==> config.mk <==
export PLATFORM = sky130hd
export DESIGN_NAME = roman_numeral_encoder
export DESIGN_NICKNAME = d
export VERILOG_FILES = /design/src/rtl/rne_pkg.sv /design/src/rtl/rne_seq.sv /design/src/rtl/roman_numeral_encoder.sv
export SDC_FILE = /design/constraint.sdc
export NUM_CORES = 1
export LEC_CHECK = 0
export BUFFER_PORTS_ARGS = -buffer_cell sky130_fd_sc_hd__buf_2
export CELL_PAD_IN_SITES_DETAIL_PLACEMENT = 1
export CELL_PAD_IN_SITES_GLOBAL_PLACEMENT = 2
export CORE_MARGIN = 2
export CORE_UTILIZATION = 37
export CTS_CLUSTER_SIZE = 20
export DETAILED_ROUTE_END_ITERATION = 12
export PLACE_DENSITY = 0.91
export RECOVER_POWER = 100
export SYNTH_ARGS = -nofsm -noshare
export SYNTH_HDL_FRONTEND = slang
export SYNTH_SLANG_ARGS = --single-unit
==> constraint.sdc <==
create_clock -name clk -period 3.85 [get_ports clk]
set_clock_uncertainty 0.15 [all_clocks]
set_input_delay 0.5775 -clock clk [delete_from_list [all_inputs] [get_ports clk]]
set_output_delay 0.5775 -clock clk [all_outputs]
set_load 0.005 [all_outputs]
==> src/rtl/rne_pkg.sv <==
// Package for the Roman numeral encoder: microcode format, program ROM and shared types.
package rne_pkg;

  localparam int unsigned VALUE_W = 12;
  localparam int unsigned CHAR_W  = 8;
  localparam int unsigned K_W     = 10;
  localparam int unsigned PC_W    = 5;

  localparam logic [VALUE_W-1:0] VALUE_LIMIT = 12'd4000;

  localparam logic [CHAR_W-1:0] CHAR_M  = 8'h4D;
  localparam logic [CHAR_W-1:0] CHAR_D  = 8'h44;
  localparam logic [CHAR_W-1:0] CHAR_C  = 8'h43;
  localparam logic [CHAR_W-1:0] CHAR_L  = 8'h4C;
  localparam logic [CHAR_W-1:0] CHAR_X  = 8'h58;
  localparam logic [CHAR_W-1:0] CHAR_V  = 8'h56;
  localparam logic [CHAR_W-1:0] CHAR_I  = 8'h49;
  localparam logic [CHAR_W-1:0] CHAR_LF = 8'h0A;

  typedef enum logic [2:0] {
    OP_LOOP, // emit and subtract while rem >= k, then fall through
    OP_TEST, // rem >= k: emit, next; else jump to tgt
    OP_SUB,  // emit, subtract k, next
    OP_ONCE, // rem >= k: emit and subtract; next either way
    OP_END   // emit line feed with last, done
  } op_t;

  typedef struct packed {
    op_t              op;
    logic [K_W-1:0]   k;
    logic [CHAR_W-1:0] ch;
    logic [PC_W-1:0]  tgt;
  } ucode_t;

  typedef struct packed {
    logic              valid;
    logic [CHAR_W-1:0] ch;
    logic              last;
  } emit_t;

  function automatic ucode_t mk(op_t op, logic [K_W-1:0] k, logic [CHAR_W-1:0] ch,
                                logic [PC_W-1:0] tgt);
    ucode_t w;
    w.op  = op;
    w.k   = k;
    w.ch  = ch;
    w.tgt = tgt;
    return w;
  endfunction

  function automatic ucode_t ucode_word(logic [PC_W-1:0] pc);
    ucode_t w;
    case (pc)
      5'd0:    w = mk(OP_LOOP, 10'd1000, CHAR_M, 5'd0);
      5'd1:    w = mk(OP_TEST, 10'd900,  CHAR_C, 5'd3);
      5'd2:    w = mk(OP_SUB,  10'd900,  CHAR_M, 5'd0);
      5'd3:    w = mk(OP_ONCE, 10'd500,  CHAR_D, 5'd0);
      5'd4:    w = mk(OP_TEST, 10'd400,  CHAR_C, 5'd6);
      5'd5:    w = mk(OP_SUB,  10'd400,  CHAR_D, 5'd0);
      5'd6:    w = mk(OP_LOOP, 10'd100,  CHAR_C, 5'd0);
      5'd7:    w = mk(OP_TEST, 10'd90,   CHAR_X, 5'd9);
      5'd8:    w = mk(OP_SUB,  10'd90,   CHAR_C, 5'd0);
      5'd9:    w = mk(OP_ONCE, 10'd50,   CHAR_L, 5'd0);
      5'd10:   w = mk(OP_TEST, 10'd40,   CHAR_X, 5'd12);
      5'd11:   w = mk(OP_SUB,  10'd40,   CHAR_L, 5'd0);
      5'd12:   w = mk(OP_LOOP, 10'd10,   CHAR_X, 5'd0);
      5'd13:   w = mk(OP_TEST, 10'd9,    CHAR_I, 5'd15);
      5'd14:   w = mk(OP_SUB,  10'd9,    CHAR_X, 5'd0);
      5'd15:   w = mk(OP_ONCE, 10'd5,    CHAR_V, 5'd0);
      5'd16:   w = mk(OP_TEST, 10'd4,    CHAR_I, 5'd18);
      5'd17:   w = mk(OP_SUB,  10'd4,    CHAR_V, 5'd0);
      5'd18:   w = mk(OP_LOOP, 10'd1,    CHAR_I, 5'd0);
      default: w = mk(OP_END,  10'd0,    CHAR_LF, 5'd0);
    endcase
    return w;
  endfunction

endpackage

==> src/rtl/rne_seq.sv <==
// Microcoded sequencer and remainder datapath of the Roman numeral encoder.
module rne_seq
  import rne_pkg::*;
(
  input  logic               clk,
  input  logic               rst,
  input  logic               start,
  input  logic [VALUE_W-1:0] start_value,
  input  logic               advance,
  output logic               busy,
  output emit_t              emit
);

  logic [PC_W-1:0]    pc, pc_next;
  logic [VALUE_W-1:0] rem, rem_next;
  logic               busy_next;
  ucode_t             word;
  logic               ge;
  logic [VALUE_W-1:0] k_ext;

  assign word  = ucode_word(pc);
  assign k_ext = {{(VALUE_W-K_W){1'b0}}, word.k};
  assign ge    = rem >= k_ext;

  always_comb begin
    pc_next    = pc;
    rem_next   = rem;
    busy_next  = busy;
    emit.valid = 1'b0;
    emit.ch    = word.ch;
    emit.last  = 1'b0;
    if (start) begin
      busy_next = 1'b1;
      pc_next   = '0;
      rem_next  = start_value;
    end else if (busy && advance) begin
      case (word.op)
        OP_LOOP: begin
          if (ge) begin
            emit.valid = 1'b1;
            rem_next   = rem - k_ext;
          end else begin
            pc_next = pc + 1'b1;
          end
        end
        OP_TEST: begin
          if (ge) begin
            emit.valid = 1'b1;
            pc_next    = pc + 1'b1;
          end else begin
            pc_next = word.tgt;
          end
        end
        OP_SUB: begin
          emit.valid = 1'b1;
          rem_next   = rem - k_ext;
          pc_next    = pc + 1'b1;
        end
        OP_ONCE: begin
          if (ge) begin
            emit.valid = 1'b1;
            rem_next   = rem - k_ext;
          end
          pc_next = pc + 1'b1;
        end
        OP_END: begin
          emit.valid = 1'b1;
          emit.last  = 1'b1;
          busy_next  = 1'b0;
        end
        default: begin
          busy_next = 1'b0;
        end
      endcase
    end
  end

  always_ff @(posedge clk) begin
    if (rst) begin
      busy <= 1'b0;
      pc   <= '0;
    end else begin
      busy <= busy_next;
      pc   <= pc_next;
    end
    rem <= rem_next;
  end

endmodule

==> src/rtl/roman_numeral_encoder.sv <==
// Roman numeral encoder: one 12-bit number in, its numeral as ASCII words plus line feed out.
// The sequencer runs one microcode step per character word or skipped step, and it stalls while
//   the output register holds a word that is not yet taken; the step counter walks the program.
//   A new number is accepted only once the line feed is emitted and busy drops.
// Numbers of 4000 and above are accepted and dropped; the next one is taken the cycle after.
// Reset (rst, synchronous) empties the sequencer and the output register.
module roman_numeral_encoder
  import rne_pkg::*;
(
  input  logic               clk,
  input  logic               rst,
  input  logic               item_valid,
  output logic               item_ready,
  input  logic [VALUE_W-1:0] value,
  output logic               char_valid,
  input  logic               char_ready,
  output logic [CHAR_W-1:0]  character,
  output logic               last
);

  logic  busy;
  logic  advance;
  logic  start;
  emit_t emit;

  assign item_ready = !busy;
  assign start      = item_valid && item_ready && (value < VALUE_LIMIT);
  assign advance    = !char_valid || char_ready;

  rne_seq u_seq (
    .clk         (clk),
    .rst         (rst),
    .start       (start),
    .start_value (value),
    .advance     (advance),
    .busy        (busy),
    .emit        (emit)
  );

  always_ff @(posedge clk) begin
    if (rst) begin
      char_valid <= 1'b0;
    end else if (advance) begin
      char_valid <= emit.valid;
    end
    if (emit.valid) begin
      character <= emit.ch;
      last      <= emit.last;
    end
  end

endmodule

; ---- Yosys cells after proc, flatten, opt, wreduce, memory -nomap -nowiden
; Memory sizes are Yosys's and may differ from the RTL's. A register that Yosys moved wholly into a read port is not among the register bits.
; Cells that the tools add are included.
[classes]
add_sub_neg = 2
n_eq_ne = 7
n_reduce_logical = 20
bitwise = 1
muxes = 17
n_lt_le_gt_ge = 2
[op_table]
columns = cell, count
row1 = 2-to-1 mux 12 bit, 3
row2 = case mux 12 bit (2 select lines), 1
row3 = 2-to-1 mux 5 bit, 4
row4 = case mux 5 bit (3 select lines), 1
row5 = >= comparator 12 x 10 -> 1 bit, 1
row6 = < comparator 12 bit (second input constant), 1
row7 = subtractor 12 x 10 -> 12 bit, 1
row8 = OR reduction 2 bit, 5
row9 = 2-to-1 mux 1 bit, 7
row10 = equality test 3 x 2 -> 1 bit (second input constant), 2
row11 = AND reduction 3 bit, 2
row12 = nonzero test 3 bit, 2
row13 = adder 5 x 1 -> 5 bit (second input constant), 1
row14 = OR reduction 4 bit, 1
row15 = equality test 3 x 1 -> 1 bit (second input constant), 1
row16 = equality test 3 bit (second input constant), 1
row17 = logical AND 1 bit, 3
row18 = zero test 3 bit, 1
row19 = != test 3 x 1 -> 1 bit (second input constant), 1
row20 = OR reduction 3 bit, 1
row21 = zero test 1 bit, 2
row22 = != test 2 x 1 -> 1 bit (second input constant), 1
row23 = != test 2 bit (second input constant), 1
row24 = case mux 1 bit (2 select lines), 1
row25 = 4 further kinds, 4
[word_totals]
n_memories = 1
out_inout_bits = 11
romBits = 768
reg_bits = 28
word_cells = 56
[memory_table]
columns = memory, words, width, read_ports, rd_clocked_by_memory_dff, wr, line
row1 = (name not given), 32, 24, 1, 1, 0, rne_pkg.sv:53  ; case (pc)

; ---- Depth between registers and ports, before layout
[depth]
depth_word = 6
ltp_mapped = 15

; ---- Modules after synthesis
; From an unflattened synthesis, not the netlist that was laid out.
[hier_totals]
cells_unflattened = 323
area_unflattened_um2 = 2987.9
[modules_own_cells]
columns = mod, seq_area_each_um2, instances, area_per_inst_um2, cells_each
row1 = rne_seq, 940.9, 1, 2650.0, 306
row2 = roman_numeral_encoder, 290.3, 1, 337.8, 17

; ---- Worst setup path before layout
; No wires, ideal clock.
[synth_path]
path_type = flip-flop to flip-flop
startpoint = register u_seq.rem[0]
endpoint = register u_seq.rem[0], enable pin
n_path_buf = 0
t_arrival_ns = 2.884
required_ns = 3.302
path_stages_with_launch = 10
slack_ns = 0.418
cell_sequence = edfxtp_1 > inv_1 > ha_1 > fa_1 > nand2b_1 > a21oi_1 > o21a_2 > nor3_1 > maj3_1 > o21ai_0
[synth_via]
elab_chain_len = 3
[synth_rtl]
columns = element, line
row1 = start: declaration, rne_seq.sv:15  ; logic [VALUE_W-1:0] rem, rem_next;
row2 = start signal: assignment, rne_seq.sv:86  ; rem <= rem_next;
row3 = >= comparator 12 x 10 -> 1 bit, rne_seq.sv:23  ; assign ge = rem >= k_ext;
row4 = != test 3 x 1 -> 1 bit (no line), --
row5 = AND reduction 3 bit (no line), --
; No other way between the ends.
; A chain may end at the register's enable or synchronous reset.

; ---- Worst setup path after layout
[layout_path]
startpoint = register u_seq.rem[0]
endpoint = register, netlist name u_seq.word[24]
[layout_via]
elab_chain_len = 5
elab_cells_between_ends = 7
[layout_rtl]
columns = element, line
row1 = >= comparator 12 x 10 -> 1 bit *, rne_seq.sv:23
row2 = 2-to-1 mux 5 bit or != test 2 bit (tied branches), --
row3 = case mux 5 bit (3 select lines) or AND reduction 3 bit (tied branches), --
row4 = 2-to-1 mux 5 bit (no line) * (2 in series), --
; Every way passes the cells marked *; elsewhere a longest branch is shown, timed or not.

==> summary.txt <==
Max-cap violations = 0
Post-synth ARST share = 0
Global placer's final weighted congestion = 0.8735
Sequential area share after synthesis = 0.3936
Number of H-tree levels = 2
Crit-path cells = inv_1, ha_1, fa_1, nand2b_1, a21oi_1, o21a_1, nor2_4, o31ai_1, a21oi_1, clkbuf_2, nor2_2, a21oi_1, o221ai_1
Ys flop type = dfxtp_1
Global-route wire length before repair = 12,650 um
Period utilization = 0.9298
Clock Tree Buf Depth = 2
Crit path kind = reg -> reg
Sw Share = 0.3136
Slew @ Worst Pin = 1051 ps
# placed instances = 443
Mapped Cells = 317
FF-to-FF setup slack = 270 ps
Clock power frac = 0.247
Largest net degree at the start of global routing = 26
Synthesized cell area = 2975 um^2
Hold_buf cts = 0
Top cell type's share of synthesized area = 0.2019
TritonCTS clock tree = done
Die Area = 8775 um^2
Relative max-transition margin = 0.2995
CP arrival = 3620 ps
Total grt overflow = 0
Antenna fix cells = 0
CP startpoint kind = register
Cell taking the most area after synthesis = dfxtp_1
Synthesized flop and latch total = 49
Buffer count from post-CTS setup fixing = 0
Final ANT Viol Nets = 0
Final Hold Viols = 0
Number of synthesized flops with an enable pin = 19
Post-CTS resize count = 0
Drt total wl = 7829 um
Critical path's most frequent cell = a21oi_1
Comb power frac = 0.274
Top cells by area, synth = dfxtp_1 20%, edfxtp_1 19%, ha_1 8.0%
Vias in the first global route = 2,500
Tmin final = 3580 ps
Synth warn = 0
DR vias = 2,429
Clk root buf = clkbuf_8
Critical Path Sink Type = register
Clock Latency Late Sink = 310 ps
Initial Util = 0.3831
Inserted Clock Buffers = 5
DR WL/cell = 17.36 um
Initial drt markers = 68
Lkg Pwr = 1.353 nW
Clk pin slew, worst setup/hold paths = 90 ps
Post-DP HPWL = 5915 um
Pint = 900.4 uW
Slew Limit Fails = 0
Hold/Removal Path Class = reg -> reg
Crit path max-delay family = compound AO/OA/AOI/OAI gates
Final nets = 384
Worst path max stage delay = 400 ps
Vias per Instance = 5.386
Worst-path fanout max = 7
I/O Pins = 27
Hold Slack = 261.8 ps
Buf/Inv on CP = 2
Switching pwr = 411.3 uW
Total chip power = 1.312 mW
Total track usage = 0.1856
Number of port buffers = 24
Finished Layout Cells = 451
Core Box Area = 7767 um^2
Initial antenna violation count = 0
Sequential share of power = 0.480
Slowest cell on the critical path = fa_1
Critical Path RT = 3890 ps
Peak Freq = 279.3 MHz
Max VDD drop = 156.1 uV
# setup viols final = 0
Synth-to-layout area growth = 10.13%
Drt drc = 0
Die Span Y = 93.68 um
Unrepaired setup endpoints after global routing = false
Status = finished clean
Power per cell area = 400.3 nW/um^2
Layout cells sized above 1 = 0.1605
Post-Syn Area per Cell = 9.386 um^2
Die width = 93.68 um
CTS sink count = 49
Synth unique cells = 71
# rows = 32
First drt pass iteration count = 4
Sum of negative setup slack = 0 ps
final timing paths:
path             startpoint  depth (start not counted)             end
max            u_seq.rem[0]                         13  u_seq.word[24]
max reg2reg    u_seq.rem[0]                         13  u_seq.word[24]
min          u_seq.word[11]                          0    character[6]
min reg2reg  u_seq.word[11]                          0    character[6]
area by class of cell:
type / count / area, um^2
Sequential cell: 49 / 1171
Fill cell: 939 / 4491
Multi-Input combinational cell: 233 / 1610
Inverter: 25 / 101.3
Clock inverter: 1 / 6.256
Tap cell: 102 / 127.6
Clock buffer: 7 / 86.33
Timing Repair Buffer: 34 / 173.9
power groups by stage:
stage	clock, mW	combinational (mW)	sequential (mW)
global route	0.353	0.404	0.634
global placement	0	0.349	0.638
CTS	0.327	0.364	0.629
finish	0.324	0.359	0.629
floorplan	0	0.273	0.632
detailed placement	0	0.361	0.641
flip-flops by register name, summed over array words and instances, names as in the netlist:
register,cells
u_seq.word,23
u_seq.rem,12
character,6
u_seq.pc,5
char_valid,1
last,1
u_seq.busy,1
synthesized netlist by cell type (4+ instances only):
| cell type | n |
|---|---|
| a21oi_1 | 30 |
| dfxtp_1 | 30 |
| nor2_1 | 27 |
| inv_1 | 22 |
| edfxtp_1 | 19 |
| ha_1 | 19 |
| nand2_1 | 19 |
| o21ai_0 | 17 |
| nor3_1 | 10 |
| nand2b_1 | 9 |
| nand3_1 | 9 |
| xnor2_1 | 8 |
| o211ai_1 | 5 |
| and3_1 | 4 |
| buf_4 | 4 |
| mux2i_1 | 4 |
| nand4_1 | 4 |
| o21a_1 | 4 |
layout by cell type, fill, tap and decap left out, drive strengths merged, types with 12 or more instances in the layout:
cell type	n
dfxtp	30
nand2	20
inv	26
clkbuf	18
o21ai	20
ha	19
buf	23
nor2	31
nor3	12
edfxtp	19
a21oi	32
cells by family after synthesis:
logic type                 share of synthesized area
other                                       0.001260
xor gates and xnor gates                     0.02944
DFF                                           0.3936
and+or+nand+nor                               0.1855
buffers and inverters                        0.06182
muxes                                        0.01346
AOI/OAI and AO/OA                             0.2250
adders and majority gates                    0.08999
per-stage QoR:
stage / setup WS (ps) / utilization / area, um^2
floorplan: 418.0 / - / 2979
global placement: 518.6 / 0.4145 / 3219
detailed placement: 444.6 / 0.4145 / 3219
CTS: 396.3 / 0.4264 / 3312
global route: 53.06 / 0.4219 / 3277
finish: 270.1 / 0.4219 / 3277
routing by layer:
layer  vias up  track usage  part of all wire
li1       1199            -                 -
met2        34       0.3195              0.48
met5         -            0                 0
met4         0      0.06643             0.020
met1      1185       0.2364              0.48
met3        11      0.02729             0.024
Power figures use the tool's default switching activity.
